===== src/rtl/wbsm_pkg.sv =====
// Shared types and field widths for the wildcard byte signature matcher.
`timescale 1ns / 1ps
`default_nettype none

package wbsm_pkg;

  localparam int FUNC_W   = 2;
  localparam int SIG_W    = 4;
  localparam int POS_W    = 5;
  localparam int BYTE_W   = 8;
  localparam int PLEN_W   = 6;

  typedef enum logic [FUNC_W-1:0] {
    FUNC_PAT_WRITE = 2'd0,
    FUNC_SET_LEN   = 2'd1,
    FUNC_DATA      = 2'd2,
    FUNC_END       = 2'd3
  } func_t;

  typedef struct packed {
    func_t               func;
    logic [SIG_W-1:0]    sig_index;
    logic [POS_W-1:0]    position;
    logic [BYTE_W-1:0]   pattern_byte;
    logic                is_wildcard;
    logic [PLEN_W-1:0]   pattern_length;
    logic [BYTE_W-1:0]   data_byte;
  } item_t;

  // One command into the match engine: go marks the cycle the item is applied.
  typedef struct packed {
    logic  go;
    item_t item;
  } cmd_t;

endpackage

`default_nettype wire


===== src/rtl/wbsm_reporter.sv =====
// Holds a snapshot of the found flags and plays it out one report beat per slot.
`timescale 1ns / 1ps
`default_nettype none

module wbsm_reporter #(
  parameter int NUM_SIGS = 16
) (
  input  wire logic                         clk,
  input  wire logic                         rst,
  input  wire logic                         load,
  input  wire logic [NUM_SIGS-1:0]          flags,
  output logic                              can_load,
  output logic                              out_valid,
  input  wire logic                         out_ready,
  output logic [wbsm_pkg::SIG_W-1:0]        result_sig,
  output logic                              matched,
  output logic                              last
);

  localparam int IDX_W = (NUM_SIGS > 1) ? $clog2(NUM_SIGS) : 1;

  logic                busy;
  logic [NUM_SIGS-1:0] snap;
  logic [IDX_W-1:0]    idx;
  logic                last_q;
  logic                beat;

  assign beat     = busy && out_ready;
  assign can_load = !busy || (beat && last_q);

  always_ff @(posedge clk) begin
    if (rst) begin
      busy <= 1'b0;
    end else if (load) begin
      busy <= 1'b1;
    end else if (beat && last_q) begin
      busy <= 1'b0;
    end
  end

  always_ff @(posedge clk) begin
    if (load) begin
      snap   <= flags;
      idx    <= '0;
      last_q <= (NUM_SIGS == 1);
    end else if (beat && !last_q) begin
      snap   <= snap >> 1;
      idx    <= idx + IDX_W'(1);
      last_q <= (32'(idx) + 2 == NUM_SIGS);
    end
  end

  assign out_valid  = busy;
  assign matched    = snap[0];
  assign result_sig = wbsm_pkg::SIG_W'(32'(idx));
  assign last       = last_q;

endmodule

`default_nettype wire


===== config.mk =====
export PLATFORM = sky130hd
export DESIGN_NAME = wbsm_reporter
export DESIGN_NICKNAME = d
export VERILOG_FILES = /design/src/rtl/wbsm_pkg.sv /design/src/rtl/wbsm_reporter.sv
export SDC_FILE = /design/constraint.sdc
export NUM_CORES = 1
export LEC_CHECK = 0
export CAP_MARGIN = 40
export CORE_MARGIN = 8
export CORE_UTILIZATION = 50
export CTS_BUF_LIST = sky130_fd_sc_hd__clkbuf_16
export CTS_CLUSTER_SIZE = 14
export DETAILED_ROUTE_END_ITERATION = 12
export DONT_BUFFER_PORTS = 1
export PLACE_DENSITY = 0.68
export SETUP_SLACK_MARGIN = 0.3
export SLEW_MARGIN = 40
export SYNTH_ARGS = -nofsm -noshare
export SYNTH_HDL_FRONTEND = slang
export SYNTH_SLANG_ARGS = --single-unit

===== constraint.sdc =====
create_clock -name clk -period 1.6 [get_ports clk]
set_input_delay 0.16 -clock clk [delete_from_list [all_inputs] [get_ports clk]]
set_output_delay 0.16 -clock clk [all_outputs]
set_load 0.01 [all_outputs]

==> impl.org <==
** Floorplan
- After floorplanning, the core was sized to cover 1902 um2.
- Die outline height :: 60.21 um
- The floorplan step defined a die boundary enclosing 3625 um2.
- Width of the die :: 60.21 um
- Number of top-level pins :: 28
- Once the floorplan was initialized, standard cells occupied 51.38% of the core.
- Core Rows :: 16

** Detailed routing
- Routed wire length :: 1679 um
- Overall via count from detail_route :: 529
- Starting DRC count in detailed routing :: 18
- After detailed routing, the average wire length per cell comes to 17.31 um.
- Post-detailed-route via-to-cell ratio :: 5.454
- Detail Route Antenna Nets :: 0
- Drt drc :: 0
- Total iterations of the first detailed-routing run :: 4

** Clock tree
- CTS buffer count :: 3
- Clock insertion delay at the later pin of the skew report :: 0.25 ns
- The tree is rooted in a sky130_fd_sc_hd__clkbuf_16.
- # clock sinks :: 22
- CTS tree :: done
- Clock-pin slew was measured on the worst setup and hold paths at 0.06 ns.
- The longest clock path from root to sink contains 2 buffers.
- Number of H-tree levels :: 1
- Buffer count from post-CTS setup fixing :: 0

** Global routing
- Vias in the first global route :: 546
- Summed over all layers, the global routing overflow is 0.
- Entering global routing, the biggest net connects 23 pins.
- Initial antenna violation count :: 0
- The first global-routing pass estimated 2587 um of wire.
- Global routing used 10.21% of the available tracks across all layers.

** Pwr
- Worst ir drop on vdd :: 0.0008517 V
- For this design the ratio of total power to cell area is 1289 nW/um2.
- The design draws 0.001461 W.
- Leakage power :: 0.4206 nW

** Finish
- Fraction of layout cells with a size suffix above 1 :: 40.00%
- Relative to the synthesized area, the layout overhead comes to 16.01%.
- Antenna Cells :: 0
- For this run, the post-layout net count is 94.
- Layout fillers :: 151

** Setup path
- Required time of the worst setup path :: 1.74 ns
- Endpoint type of the worst setup path :: flop
- Largest stage delay on the critical path :: 0.35 ns
- Startpoint kind of the worst setup timing path :: flop
- Critical setup path kind :: flop to flop
- Walking the worst path, the cells encountered are ha_1 > and4b_1 > a41oi_1 > nor2_1.
- Critical path fanouts, max :: 4
- Critical-path cell with the highest stage delay :: sky130_fd_sc_hd__dfxtp_2
- On the critical path the largest part of the delay comes from flip-flops.
- Critical path arrival :: 1.39 ns
- The critical path contains buffers and inverters numbering 0 combined.

** Placed design
- Worst setup timing slack at the placement stage :: 0.2106 ns
- After legalization and detailed placement, the total HPWL measured 1124 um.
- During placement, the flow inserted port buffers numbering 0.
- At the end of routability-driven placement, the weighted congestion stood at 0.6637.

** STA
- At the pin with the least slew margin, the transition time is 0.2971 ns.
- Setup violations remaining at the end of the flow were counted as 0.
- The final number of hold-violating endpoints is 0.
- Post-route minimum period :: 1.245 ns
- Relative slew slack :: 80.17%
- After layout, the worst setup slack is 0.3553 ns.
- Setup repair after global routing could not meet its margin everywhere.
- Part of the cycle the worst path needs :: 77.79%
- Summed over all failing endpoints, the final setup total negative slack is 0 ns.
- Between clock sinks in the finished design, the worst skew comes to 0.004605 ns.
- Static timing analysis puts the maximum clock frequency at 803.4 MHz.
- Final number of max-transition violations :: 0

** Logic synthesis
- Summing every instance area after synthesis gives 977.2 um2.
- A synthesized cell averages 14.81 um2.
- The synthesized netlist contains 22 unique library cells.
- Counting every instance in the synthesized netlist gives 66.
- Post-synthesis sequential area ratio :: 61.46%
- Synth warnings :: 0
- Counting flops and latches in the post-synthesis netlist gives 22.
- Nets in the synthesized netlist :: 89

** Run status
- The run finished with clean final reports.

** Worst hold path
- Worst min-delay path category :: input port to flop

** Flow run
- Max capacitance violation total :: 0
## cell families (layout without fill, tap and decap cells)
family                     Yosys count  in the layout  synth area share [%]
xor gates and xnor gates             2              2                 1.793
adders and majority gates            3              3                 3.842
AOI/OAI and AO/OA                    3              3                 2.177
and+or+nand+nor                     15             16                 8.837
DFF                                 22             22                 61.46
buffers and inverters                5              8                 3.072
muxes                               16             16                 18.82
## state kept, by name (all words and copies together) (netlist names)
name / cells
snap: 16
out_valid: 1
result_sig: 4
last: 1
## cells in the mapped netlist (all sizes together)
cell,n,area [um2]
nor2,6,22.52
and2,1,6.260
nor2b,1,6.260
nand4b,1,8.760
inv,1,3.750
a41oi,1,8.760
nand3,1,10.01
xnor2,1,8.760
dfxtp,6,120.1
xor2,1,8.760
a21oi,1,5.000
ha,3,37.54
and4b,1,10.01
a211oi,1,7.510
buf,4,26.27
nand2,2,7.510
edfxtp,16,480.5
and3b,1,8.760
or2,1,6.260
mux2,16,183.9
## layout by cell type (no fill, tap or decap)
cell type / synthesis / final
sky130_fd_sc_hd__a211oi_1: 1 / 1
sky130_fd_sc_hd__a21oi_1: 1 / 1
sky130_fd_sc_hd__dfxtp_2: 0 / 3
sky130_fd_sc_hd__clkbuf_16: 0 / 3
sky130_fd_sc_hd__dfxtp_1: 6 / 3
sky130_fd_sc_hd__dlygate4sd3_1: 0 / 2
sky130_fd_sc_hd__or2_4: 0 / 2
sky130_fd_sc_hd__and4b_1: 1 / 1
sky130_fd_sc_hd__nor2b_1: 1 / 1
sky130_fd_sc_hd__nor2_1: 6 / 6
sky130_fd_sc_hd__mux2_4: 1 / 1
sky130_fd_sc_hd__edfxtp_1: 16 / 16
sky130_fd_sc_hd__nand4b_1: 1 / 1
sky130_fd_sc_hd__nand3_2: 1 / 1
sky130_fd_sc_hd__a41oi_1: 1 / 1
sky130_fd_sc_hd__ha_1: 3 / 3
sky130_fd_sc_hd__buf_4: 0 / 1
sky130_fd_sc_hd__inv_1: 1 / 1
sky130_fd_sc_hd__bufinv_16: 0 / 1
sky130_fd_sc_hd__nand2_1: 2 / 2
sky130_fd_sc_hd__xnor2_1: 1 / 1
sky130_fd_sc_hd__and2_1: 1 / 1
sky130_fd_sc_hd__and3b_2: 0 / 1
sky130_fd_sc_hd__xor2_1: 1 / 1
sky130_fd_sc_hd__mux2_2: 15 / 15
## path summary, 6_finish.rpt
check	start	endpoint	slack, ns	cells past startpoint
worst max register to register	result_sig[2]	last	0.36	4
worst min-delay path	load	out_valid	0.03	2
worst max-delay path	result_sig[2]	last	0.36	4
worst min register to register	snap[1]	snap[0]	0.55	1
## per-stage QoR
| step | area (um2) | hold slack (ns) | utilization, % | instances |
|---|---|---|---|---|
| after floorplan | 979.7 | 0.2324 | - | 66 |
| after global placement | 994.7 | 0.2347 | 52.30 | 90 |
| after detailed placement | 994.7 | 0.2352 | 52.30 | 90 |
| after CTS | 1131 | 0.02952 | 59.47 | 97 |
| after global routing | 1134 | 0.02285 | 59.61 | 97 |
| final | 1134 | 0.03487 | 59.61 | 97 |
## what timing repair did
action                                  in CTS  in global routing
resized for setup                            3                  2
endpoints found under the setup margin      17                 18
pin swaps                                    1                  1
hold buffers                                 2                  0
hold endpoints to repair                     5                  0
cloned                                       1                  0
## cell type report
type / instances / area (um2) / share of cell area [%]
sequential: 22 / 604.3 / 53.31
multi-input combinational: 40 / 359.1 / 31.68
clock buffer: 3 / 75.07 / 6.623
tap: 27 / 33.78 / 2.980
clock inverter: 1 / 30.03 / 2.649
timing repair buffer: 3 / 27.53 / 2.428
inverter: 1 / 3.754 / 0.3311
## power breakdown
| group | total [W] | switching, W | leakage, nW | internal (W) |
|---|---|---|---|---|
| logic | 0.0000849 | 0.0000339 | 0.160 | 0.0000511 |
| registers | 0.000685 | 0.0000196 | 0.210 | 0.000666 |
| clock network | 0.000691 | 0.000194 | 0.0511 | 0.000496 |
| total | 0.00146 | 0.000248 | 0.421 | 0.00121 |
## routing by layer
layer	GRT usage (%)	vias up	routed length [um]
met3	7.742	2	197
li1	-	253	-
met4	4.082	0	18
met1	10.49	252	711
met2	15.24	22	752
met5	0	-	0
Note: power is estimated with default switching activity, not from simulation.
